[src/hw/rtl/brl_pkg.sv]
// ----------------------------------------------------------------------------
// Bresenham line rasterizer package
// Shared types and constants for the line rasterizer front end, command
// queue and stepping engine.
// ----------------------------------------------------------------------------
package brl_pkg;

  // Coordinate width of every point on the raster.
  localparam int COORD_BITS = 10;
  // Error term width: deltas plus sign and headroom for the doubled term.
  localparam int ERR_BITS   = COORD_BITS + 3;
  // Entries in the queue between front end and stepping engine.
  localparam int QUEUE_DEPTH = 2;

  typedef logic [COORD_BITS-1:0]      coord_t;
  typedef logic signed [ERR_BITS-1:0] err_t;

  typedef enum logic {
    OP_LOAD    = 1'b0,
    OP_ADVANCE = 1'b1
  } opcode_e;

  // Input item as seen on the input channel.
  typedef struct packed {
    opcode_e opcode;
    coord_t  start_x;
    coord_t  start_y;
    coord_t  end_x;
    coord_t  end_y;
  } brl_in_t;

  // Result item as seen on the output channel.
  typedef struct packed {
    coord_t point_x;
    coord_t point_y;
    logic   point_valid;
    logic   last_point;
  } brl_out_t;

  // Classified command with the line setup already worked out.
  typedef struct packed {
    opcode_e opcode;
    coord_t  start_x;
    coord_t  start_y;
    coord_t  end_x;
    coord_t  end_y;
    coord_t  abs_dx;
    coord_t  abs_dy;
    logic    x_dir_neg;
    logic    y_dir_neg;
    logic    degenerate;
  } brl_cmd_t;

endpackage

[src/hw/rtl/brl_front.sv]
// ----------------------------------------------------------------------------
// Line rasterizer front end
// Accepts input items, classifies them and works out the line setup
// (absolute deltas, step directions, single-point lines) for loads.
// ----------------------------------------------------------------------------
module brl_front
  import brl_pkg::*;
(
  input  brl_in_t  in_data_i,
  output brl_cmd_t cmd_o
);

  logic x_neg, y_neg;

  // Step directions come from comparing the endpoints.
  assign x_neg = (in_data_i.end_x < in_data_i.start_x);
  assign y_neg = (in_data_i.end_y < in_data_i.start_y);

  // Build the classified command with absolute deltas.
  always_comb begin
    cmd_o.opcode     = in_data_i.opcode;
    cmd_o.start_x    = in_data_i.start_x;
    cmd_o.start_y    = in_data_i.start_y;
    cmd_o.end_x      = in_data_i.end_x;
    cmd_o.end_y      = in_data_i.end_y;
    cmd_o.x_dir_neg  = x_neg;
    cmd_o.y_dir_neg  = y_neg;
    cmd_o.abs_dx     = x_neg ? (in_data_i.start_x - in_data_i.end_x)
                             : (in_data_i.end_x - in_data_i.start_x);
    cmd_o.abs_dy     = y_neg ? (in_data_i.start_y - in_data_i.end_y)
                             : (in_data_i.end_y - in_data_i.start_y);
    cmd_o.degenerate = (in_data_i.start_x == in_data_i.end_x) &&
                       (in_data_i.start_y == in_data_i.end_y);
  end

endmodule

[src/hw/rtl/brl_queue.sv]
// ----------------------------------------------------------------------------
// Line rasterizer command queue
// Small first-in first-out buffer of classified commands that lets the
// front end and the stepping engine stall independently.
// ----------------------------------------------------------------------------
module brl_queue
  import brl_pkg::*;
(
  input  logic     clk_i,
  input  logic     rst_ni,
  input  logic     push_i,
  input  brl_cmd_t push_data_i,
  output logic     full_o,
  input  logic     pop_i,
  output logic     empty_o,
  output brl_cmd_t pop_data_o
);

  localparam int PtrBits = (QUEUE_DEPTH > 1) ? $clog2(QUEUE_DEPTH) : 1;
  localparam int CntBits = $clog2(QUEUE_DEPTH + 1);

  brl_cmd_t           mem_q [QUEUE_DEPTH];
  logic [PtrBits-1:0] wr_ptr_q, wr_ptr_d;
  logic [PtrBits-1:0] rd_ptr_q, rd_ptr_d;
  logic [CntBits-1:0] count_q, count_d;

  assign full_o     = (count_q == CntBits'(QUEUE_DEPTH));
  assign empty_o    = (count_q == '0);
  assign pop_data_o = mem_q[rd_ptr_q];

  // Pointer and fill count updates.
  always_comb begin
    wr_ptr_d = wr_ptr_q;
    rd_ptr_d = rd_ptr_q;
    count_d  = count_q;
    if (push_i) begin
      wr_ptr_d = (wr_ptr_q == PtrBits'(QUEUE_DEPTH - 1)) ? '0 : wr_ptr_q + 1'b1;
    end
    if (pop_i) begin
      rd_ptr_d = (rd_ptr_q == PtrBits'(QUEUE_DEPTH - 1)) ? '0 : rd_ptr_q + 1'b1;
    end
    if (push_i && !pop_i) begin
      count_d = count_q + 1'b1;
    end else if (!push_i && pop_i) begin
      count_d = count_q - 1'b1;
    end
  end

  always_ff @(posedge clk_i or negedge rst_ni) begin
    if (!rst_ni) begin
      wr_ptr_q <= '0;
      rd_ptr_q <= '0;
      count_q  <= '0;
    end else begin
      wr_ptr_q <= wr_ptr_d;
      rd_ptr_q <= rd_ptr_d;
      count_q  <= count_d;
    end
  end

  // Entry storage needs no reset.
  always_ff @(posedge clk_i) begin
    if (push_i) begin
      mem_q[wr_ptr_q] <= push_data_i;
    end
  end

endmodule

[src/hw/rtl/brl_back.sv]
// ----------------------------------------------------------------------------
// Line rasterizer stepping engine
// Holds the line state, carries out load and advance commands one per
// cycle while its output register is free or draining, and registers the result.
// ----------------------------------------------------------------------------
module brl_back
  import brl_pkg::*;
(
  input  logic     clk_i,
  input  logic     rst_ni,
  input  logic     cmd_valid_i,
  input  brl_cmd_t cmd_i,
  output logic     cmd_pop_o,
  output logic     out_valid_o,
  input  logic     out_ready_i,
  output brl_out_t out_data_o
);

  localparam int PadBits = ERR_BITS - COORD_BITS;

  coord_t   cur_x_q, cur_x_d, cur_y_q, cur_y_d;
  coord_t   stop_x_q, stop_x_d, stop_y_q, stop_y_d;
  coord_t   abs_dx_q, abs_dx_d, abs_dy_q, abs_dy_d;
  err_t     err_q, err_d;
  logic     x_neg_q, x_neg_d, y_neg_q, y_neg_d;
  logic     active_q, active_d;
  logic     out_valid_q;
  brl_out_t out_q, out_d;

  logic signed [ERR_BITS:0] e2, adx_w, ady_w;
  err_t adx_e, ady_e;
  logic step_x, step_y;
  coord_t nx, ny;

  // A command is taken whenever the output register is free or draining.
  assign cmd_pop_o   = cmd_valid_i && (!out_valid_q || out_ready_i);
  assign out_valid_o = out_valid_q;
  assign out_data_o  = out_q;

  // Error term decisions for one step along the line.
  assign adx_e  = err_t'({{PadBits{1'b0}}, abs_dx_q});
  assign ady_e  = err_t'({{PadBits{1'b0}}, abs_dy_q});
  assign e2     = {err_q, 1'b0};
  assign adx_w  = $signed({{(PadBits + 1){1'b0}}, abs_dx_q});
  assign ady_w  = $signed({{(PadBits + 1){1'b0}}, abs_dy_q});
  assign step_x = (e2 >= -ady_w);
  assign step_y = (e2 <= adx_w);
  assign nx     = step_x ? (x_neg_q ? cur_x_q - 1'b1 : cur_x_q + 1'b1) : cur_x_q;
  assign ny     = step_y ? (y_neg_q ? cur_y_q - 1'b1 : cur_y_q + 1'b1) : cur_y_q;

  // Command execution.
  always_comb begin
    cur_x_d  = cur_x_q;
    cur_y_d  = cur_y_q;
    stop_x_d = stop_x_q;
    stop_y_d = stop_y_q;
    abs_dx_d = abs_dx_q;
    abs_dy_d = abs_dy_q;
    err_d    = err_q;
    x_neg_d  = x_neg_q;
    y_neg_d  = y_neg_q;
    active_d = active_q;
    out_d    = '0;
    case (cmd_i.opcode)
      OP_LOAD: begin
        cur_x_d  = cmd_i.start_x;
        cur_y_d  = cmd_i.start_y;
        stop_x_d = cmd_i.end_x;
        stop_y_d = cmd_i.end_y;
        abs_dx_d = cmd_i.abs_dx;
        abs_dy_d = cmd_i.abs_dy;
        x_neg_d  = cmd_i.x_dir_neg;
        y_neg_d  = cmd_i.y_dir_neg;
        err_d    = err_t'({{PadBits{1'b0}}, cmd_i.abs_dx})
                 - err_t'({{PadBits{1'b0}}, cmd_i.abs_dy});
        active_d = !cmd_i.degenerate;
        out_d.point_x     = cmd_i.start_x;
        out_d.point_y     = cmd_i.start_y;
        out_d.point_valid = 1'b1;
        out_d.last_point  = cmd_i.degenerate;
      end
      OP_ADVANCE: begin
        if (active_q) begin
          cur_x_d = nx;
          cur_y_d = ny;
          err_d   = err_q - (step_x ? ady_e : '0) + (step_y ? adx_e : '0);
          out_d.point_x     = nx;
          out_d.point_y     = ny;
          out_d.point_valid = 1'b1;
          out_d.last_point  = (nx == stop_x_q) && (ny == stop_y_q);
          active_d = !out_d.last_point;
        end
      end
      default: begin
        out_d = '0;
      end
    endcase
  end

  // Line state and output valid.
  always_ff @(posedge clk_i or negedge rst_ni) begin
    if (!rst_ni) begin
      cur_x_q     <= '0;
      cur_y_q     <= '0;
      stop_x_q    <= '0;
      stop_y_q    <= '0;
      abs_dx_q    <= '0;
      abs_dy_q    <= '0;
      err_q       <= '0;
      x_neg_q     <= 1'b0;
      y_neg_q     <= 1'b0;
      active_q    <= 1'b0;
      out_valid_q <= 1'b0;
    end else begin
      if (cmd_pop_o) begin
        cur_x_q  <= cur_x_d;
        cur_y_q  <= cur_y_d;
        stop_x_q <= stop_x_d;
        stop_y_q <= stop_y_d;
        abs_dx_q <= abs_dx_d;
        abs_dy_q <= abs_dy_d;
        err_q    <= err_d;
        x_neg_q  <= x_neg_d;
        y_neg_q  <= y_neg_d;
        active_q <= active_d;
        out_valid_q <= 1'b1;
      end else if (out_ready_i) begin
        out_valid_q <= 1'b0;
      end
    end
  end

  // Result payload register.
  always_ff @(posedge clk_i) begin
    if (cmd_pop_o) begin
      out_q <= out_d;
    end
  end

endmodule

[src/hw/rtl/bresenham_line_rasterizer.sv]
// ----------------------------------------------------------------------------
// Bresenham line rasterizer
// All-octant integer line rasterizer with a decoupled front end, command
// queue and pixel stepping engine.
// ----------------------------------------------------------------------------
// Usage: the input channel (in_valid_i, in_ready_o, in_data_i) carries
// commands. A load command gives the two endpoints and returns the start
// point; each advance command returns the next pixel of the line, with
// last_point set on the line end. An advance with no line active returns
// a result with point_valid low and zero coordinates.
// The output channel (out_valid_o, out_ready_i, out_data_o) returns exactly
// one result for each command, in order.
// A command is written into the queue at the input transfer; the stepping
// engine takes it from the queue once its result register is free or
// draining and registers its result there, so the queue and the result
// register lie between the input transfer and the result transfer.
// Throughput is one command per cycle while the receiver takes results;
// a stalled result register holds the stepping engine.
// After reset no line is active and the queue is empty. When the receiver
// stalls, the result register holds, the queue fills (two entries) and
// in_ready_o then drops until the receiver takes results again.
// ----------------------------------------------------------------------------
module bresenham_line_rasterizer
  import brl_pkg::*;
(
  input  logic     clk_i,
  input  logic     rst_ni,
  input  logic     in_valid_i,
  output logic     in_ready_o,
  input  brl_in_t  in_data_i,
  output logic     out_valid_o,
  input  logic     out_ready_i,
  output brl_out_t out_data_o
);

  brl_cmd_t front_cmd, queue_cmd;
  logic     queue_full, queue_empty, queue_pop;

  assign in_ready_o = !queue_full;

  // Classify incoming commands and set up the line.
  brl_front u_front (
    .in_data_i (in_data_i),
    .cmd_o     (front_cmd)
  );

  // Buffer classified commands between front end and stepping engine.
  brl_queue u_queue (
    .clk_i       (clk_i),
    .rst_ni      (rst_ni),
    .push_i      (in_valid_i && !queue_full),
    .push_data_i (front_cmd),
    .full_o      (queue_full),
    .pop_i       (queue_pop),
    .empty_o     (queue_empty),
    .pop_data_o  (queue_cmd)
  );

  // Step along the line and drive the results.
  brl_back u_back (
    .clk_i       (clk_i),
    .rst_ni      (rst_ni),
    .cmd_valid_i (!queue_empty),
    .cmd_i       (queue_cmd),
    .cmd_pop_o   (queue_pop),
    .out_valid_o (out_valid_o),
    .out_ready_i (out_ready_i),
    .out_data_o  (out_data_o)
  );

endmodule

[config.mk]
export PLATFORM = sky130hd
export DESIGN_NAME = bresenham_line_rasterizer
export DESIGN_NICKNAME = d
export VERILOG_FILES = /design/src/hw/rtl/brl_pkg.sv /design/src/hw/rtl/brl_front.sv /design/src/hw/rtl/brl_queue.sv /design/src/hw/rtl/brl_back.sv /design/src/hw/rtl/bresenham_line_rasterizer.sv
export SDC_FILE = /design/constraint.sdc
export NUM_CORES = 1
export LEC_CHECK = 0
export BUFFER_PORTS_ARGS = -buffer_cell sky130_fd_sc_hd__buf_2
export CAP_MARGIN = 15
export CELL_PAD_IN_SITES_DETAIL_PLACEMENT = 1
export CELL_PAD_IN_SITES_GLOBAL_PLACEMENT = 1
export CORE_ASPECT_RATIO = 1.5
export CORE_MARGIN = 2
export CORE_UTILIZATION = 25
export CTS_CLUSTER_DIAMETER = 30
export DETAILED_ROUTE_END_ITERATION = 10
export MAX_ROUTING_LAYER = met4
export PLACE_DENSITY_LB_ADDON = 0.1
export SYNTH_ARGS = -nofsm -noshare
export SYNTH_HDL_FRONTEND = slang
export SYNTH_SLANG_ARGS = --single-unit
export TNS_END_PERCENT = 20
[constraint.sdc]
create_clock -name clk_i -period 14.76 [get_ports clk_i]
set_clock_uncertainty 0.2 [all_clocks]
set_input_delay 1.476 -clock clk_i [delete_from_list [all_inputs] [get_ports clk_i]]
set_output_delay 1.476 -clock clk_i [all_outputs]
set_load 0.03 [all_outputs]
# Yosys cells after proc, flatten, opt, wreduce, memory -nomap -nowiden
# Memories as Yosys holds them, arrays and structs flattened.
# Cells that the tools add are included.
op_classes:
  addsub: 16
  order_cmp: 4
  eq_ne: 6
  mux: 26
  bitwise_logic: 1
  reduce_logical: 19
ops:
  columns: ["operator", "count"]
  rows:
  - ["10-bit two-way mux", 10]
  - ["22-bit one-hot mux with 2 select lines", 1]
  - ["10-bit == test", 4]
  - ["10-bit one-hot mux with 2 select lines", 2]
  - ["10-bit subtractor", 4]
  - ["13-bit one-hot mux with 2 select lines", 1]
  - ["22-bit two-way mux", 1]
  - ["10-bit by 1-bit adder with 10-bit output (second input constant)", 2]
  - ["10-bit < comparator", 2]
  - ["10-bit by 1-bit subtractor with 10-bit output (second input constant)", 2]
  - ["14-bit greater-or-equal comparator", 1]
  - ["14-bit by 11-bit less-or-equal comparator with 1-bit output", 1]
  - ["10-bit negation with 14-bit output", 1]
  - ["13-bit adder", 1]
  - ["13-bit two-way mux", 1]
  - ["13-bit subtractor", 1]
  - ["10-bit by 10-bit subtractor with 11-bit output", 1]
  - ["1-bit zero test", 7]
  - ["1-bit two-way mux", 7]
  - ["1-bit logical AND", 6]
  - ["2-bit two-way mux", 2]
  - ["2-bit AND reduction", 2]
  - ["2-bit nonzero test", 2]
  - ["1-bit adder (second input constant)", 2]
  - ["other kinds (8)", 8]
word_totals:
  register_bits: 103
  ram_bits: 128
  input_bits: 45
  wordCells: 91
  memories: 1
memory_table:
  columns: ["name", "depth", "width", "rd", "rd_ports_with_merged_regs", "wr", "line", "text"]
  rows:
  - ["u_queue.mem_q", 2, 64, 1, 0, 1, "brl_queue.sv:22", "brl_cmd_t mem_q [QUEUE_DEPTH];"]

# Logic depth before layout (Yosys ltp)
depth:
  ltp_word: 8
  ltp_mapped: 30

# Cells and area by module
# A second synthesis with hierarchy kept.
unflattened:
  hier_cells: 1366
  hier_area_um2: 14602.8
modules_own_cells:
  columns: ["mod", "instances", "cells_each", "area_each_um2"]
  rows:
  - ["brl_back", 1, 867, 7509.7]
  - ["brl_queue", 1, 215, 5011.1]
  - ["brl_front", 1, 281, 2068.2]
  - ["bresenham_line_rasterizer", 1, 3, 13.8]

# Least setup slack after synthesis
# Ideal clock, no wire load.
synth_path:
  path_type: "register -> register"
  from: "register u_back.abs_dy_q[2]"
  to: "register u_back.err_q[12]"
  arrival_time_ns: 5.428
  required_time_ns: 14.483
  slack_ns: 9.054
  stages_incl_launch_ff: 28
  n_path_buf: 3
  synth_period_minus_slack_ns: 5.706
  path_cell_list: "dfrtp_1 -> nor4_1 -> nand2_1 -> or2_2 -> nor2_1 -> xor2_1 -> ha_1 -> nand2_1 -> o21ai_0 -> a211oi_1 -> a32oi_2 -> buf_2 -> buf_2 -> clkbuf_1 -> and2_1 -> fa_1 -> inv_1 -> fa_1 -> a21o_1 -> a21oi_1 -> o21bai_1 -> a21oi_1 -> o21bai_1 -> a41oi_1 -> a21oi_1 -> xor2_1 -> o21a_1 -> a21oi_1"
synth_between:
  elab_chain_cells: 7
synth_rtl:
  columns: ["item", "line", "text"]
  rows:
  - ["from (decl)", "brl_back.sv:23", "coord_t abs_dx_q, abs_dx_d, abs_dy_q, abs_dy_d;"]
  - ["from (signal assigned)", "brl_back.sv:121", "abs_dy_q <= abs_dy_d;"]
  - ["10-bit negation with 14-bit output", "brl_back.sv:46", "assign step_x = (e2 >= -ady_w);"]
  - ["14-bit greater-or-equal comparator", "brl_back.sv:46", null]
  - ["10-bit two-way mux (*)", "brl_back.sv:86", "err_d = err_q - (step_x ? ady_e : '0) + (step_y ? adx_e : '0);"]
  - ["13-bit subtractor (*)", "brl_back.sv:86", null]
  - ["13-bit adder (*)", "brl_back.sv:86", null]
  - ["13-bit two-way mux (*)", "brl_back.sv:83", "if (active_q) begin"]
  - ["13-bit one-hot mux with 2 select lines (*)", "brl_back.sv:64", "case (cmd_i.opcode)"]
  - ["to (signal assigned)", "brl_back.sv:122", "err_q <= err_d;"]
  - ["to (decl)", "brl_back.sv:24", "err_t err_q, err_d;"]
# Mark *: on every way between the ends. The rest lies on a longest branch, timed or not. The select of a mux whose other input is x is not followed.
# A chain may end at the register's enable or synchronous reset.

# Final worst setup path
# Same ends and word-level chain as after synthesis.

==> flow_summary.toml <==
[outcome]
status = "finished, violations left"
failed_checks = "design-rule violations"

[critical_path]
timing.rr.start = "u_back.abs_dy_q[2]"
critPathCaptureType = "flop"
cpMostUsedCell = "a21oi_1"
cp.arrival_ns = 6.13
worst_setup_path_start_kind = "flop"
timing_worst_setup_path_type = "flop to flop"
crit_family = "compound AO/OA/AOI/OAI gates"
crit_fanout = 6
cp_data_required_time_ns = 15.04
startpoint = "u_back.abs_dy_q[2]"
critical_path.n_buffers_inverters = 2
crit_chain = "nor4_1 -> nand2_1 -> nor4_1 -> ha_1 -> nand4_1 -> inv_1 -> a211oi_1 -> a32oi_2 -> and2_1 -> fa_1 -> inv_1 -> fa_1 -> a21o_1 -> a21oi_1 -> o21bai_1 -> a21oi_1 -> o21bai_1 -> a41oi_1 -> a21oi_1 -> xor2_1 -> o21a_1 -> a21oi_1"
max_stage_delay_ns = 0.50
critPathSlowestCell = "fa_1"

[floorplan]
fp-row-count = 104
initial_utilization = 0.2527
die_y_um = 289.5
die-area_sq_um = 56250
pin_count = 69
core_sq_um = 53740
die_w_um = 194.3

[global_routing]
grt_pass1_vias = 10542
grt_overflow = 0
grt_use_total = 0.1644
grt_max_degree = 74
grt_antenna_before_repair = 2
grt_pass1_wl_mm = 67.25

[cts]
cts_buffer_depth = 3
cts_root_buf = "clkbuf_16"
cts_resized = 0
cts_setup_buffers = 0
htree_levels = 2
ctsHoldBuffers = 0
cts_sinks = 231
cts_tree = "built"
cts_buffers = 53
clk_latency_ns = 0.58
path_clk_slew_ns = 0.05

[synth]
synth-warning-count = 0
synth.most_common_cell = "edfxtp_1"
synth_area_leaders = "edfxtp_1 33%, dfrtp_1 15%, ha_1 9.4%"
synth_edf_count = 150
syn_nets = 1426
ys_seq_elements = 231
syn_inst = 1262
synth_top_area_frac = 0.3316
synthFlopType = "edfxtp_1"
synth.distinct_cells = 71
synth_area_leader_cell = "edfxtp_1"
synth_seq_area_share = 0.4808
async_flop_share = 0.3506
syn_area_sq_um = 13580
postSynthAreaPerCell_sq_um = 10.76
yosys-top-cells-count = "150 x edfxtp_1, 115 x inv_1, 102 x ha_1"

[routing]
post_drt_wl_per_cell_um = 21.31
drtIter0Drc = 382
vias = 9675
detail_route.first_pass.iterations = 9
wl_mm = 44.47
post_drt_via_cell_ratio = 4.636
drtAntennaViolNets = 0
drc_errors = 2

[finish]
post-route-util = 0.3060
largest_reg_flops = 128
final_cells = 2087
layout-drive-gt1-share = 0.1538
seqCellArea_sq_um = 6535
final_nets = 1518
fillers = 5983
multiInputGateArea_sq_um = 6469
design_area_sq_um = 16450
area_delta_synth_final_pct = 21.08
largest_register = "u_queue.mem_q"
diodes = 0

[sta]
slew_headroom = 0.3402
final.period_utilization = 0.3961
worst_pin_slew_ns = 0.9886
fin_setup_tns_ns = 0
setup_viol = 0
rsz0062_at_grt = "no"
max_freq_mhz = 171.1
hold_viol_final = 0
period_minus_slack_ns = 5.846
drv_slew = 0

[run]
cap_viol_max_count = 0

[placed_design]
io_buffers = 68
dpl_cell_area_sq_um = 14730
dp_hpwl_mm = 33.58
place_congestion = 0.8087
place_inst = 1988

[hold_path]
hold_class = "flop to flop"
hold_start = "u_back.out_valid_o"
[cell type report]
type	instances	share of cell area
Inverter	116	0.02648
Timing Repair Buffer	80	0.02632
Tap cell	689	0.05242
Clock inverter	42	0.02130
Clock buffer	57	0.08278
Multi-Input combinational cell	872	0.3933
Sequential cell	231	0.3974
[worst paths after layout]
check / slack, ns / depth (start not counted) / to
hold / removal: 0.29 / 2 / u_back.out_valid_o
min in group asynchronous: 0.68 / 1 / u_back.cur_x_q[9]
hold reg to reg: 0.29 / 2 / u_back.out_valid_o
setup / recovery: 8.91 / 22 / u_back.err_q[12]
setup reg to reg: 8.91 / 22 / u_back.err_q[12]
max in group asynchronous: 12.43 / 2 / u_queue.rd_ptr_q
[tightest hold or removal path, delay by kind of cell (launching register included)]
family / cells / cell delay, ns
simple gates: 2 / 0.12
flops: 1 / 0.34
[layer usage]
metal	up-vias	GRT usage	part of all wire
met5	-	-	0
met4	0	0.04250	0.018
met3	52	0.01909	0.028
met2	133	0.2983	0.52
met1	4804	0.1930	0.44
li1	4686	-	-
[through the flow]
step	worst slack [ns]	hold slack, ns
final	8.914	0.2929
after global routing	8.484	0.3412
after CTS	8.829	0.3049
after detailed placement	8.860	0.2920
after global placement	8.879	0.2839
after floorplan	9.054	0.2608
[cells by family (layout without fill, tap and decap cells)]
family	Yosys count	count (layout)	share of synthesized area
XOR/XNOR	86	86	0.05757
AND/OR/NAND/NOR	285	285	0.09562
AO/OA/AOI/OAI	295	295	0.1359
adder cells (fa/ha/maj)	119	119	0.1190
flip-flops	231	231	0.4808
buffers and inverters	159	295	0.04458
multiplexers	87	87	0.06651
[cells in the final DEF (no fill, tap or decap), drive strengths merged, types with 4 or more instances in the layout]
master / Yosys / final
fa: 17 / 17
nand4: 10 / 10
nand2b: 7 / 7
xnor2: 47 / 47
mux2: 23 / 23
o21ai: 91 / 91
a211oi: 11 / 11
edfxtp: 150 / 150
and2: 18 / 18
dfrtp: 81 / 81
clkinv: 0 / 32
nor2: 90 / 90
a21o: 17 / 17
o21a: 4 / 4
nor2b: 15 / 15
xor2: 37 / 37
o21bai: 12 / 12
a21boi: 6 / 6
a21oi: 95 / 95
clkbuf: 29 / 57
nor4: 10 / 10
nand2: 93 / 93
a31o: 7 / 7
inv: 116 / 119
buf: 14 / 80
o211ai: 8 / 8
clkinvlp: 0 / 4
mux2i: 64 / 64
and3: 5 / 5
nor3: 19 / 19
nand3: 10 / 10
o22ai: 6 / 6
a31oi: 11 / 11
ha: 102 / 102
Power is not shown: default switching activity piles up to over one toggle a cycle in this logic, so the estimate is an artifact.
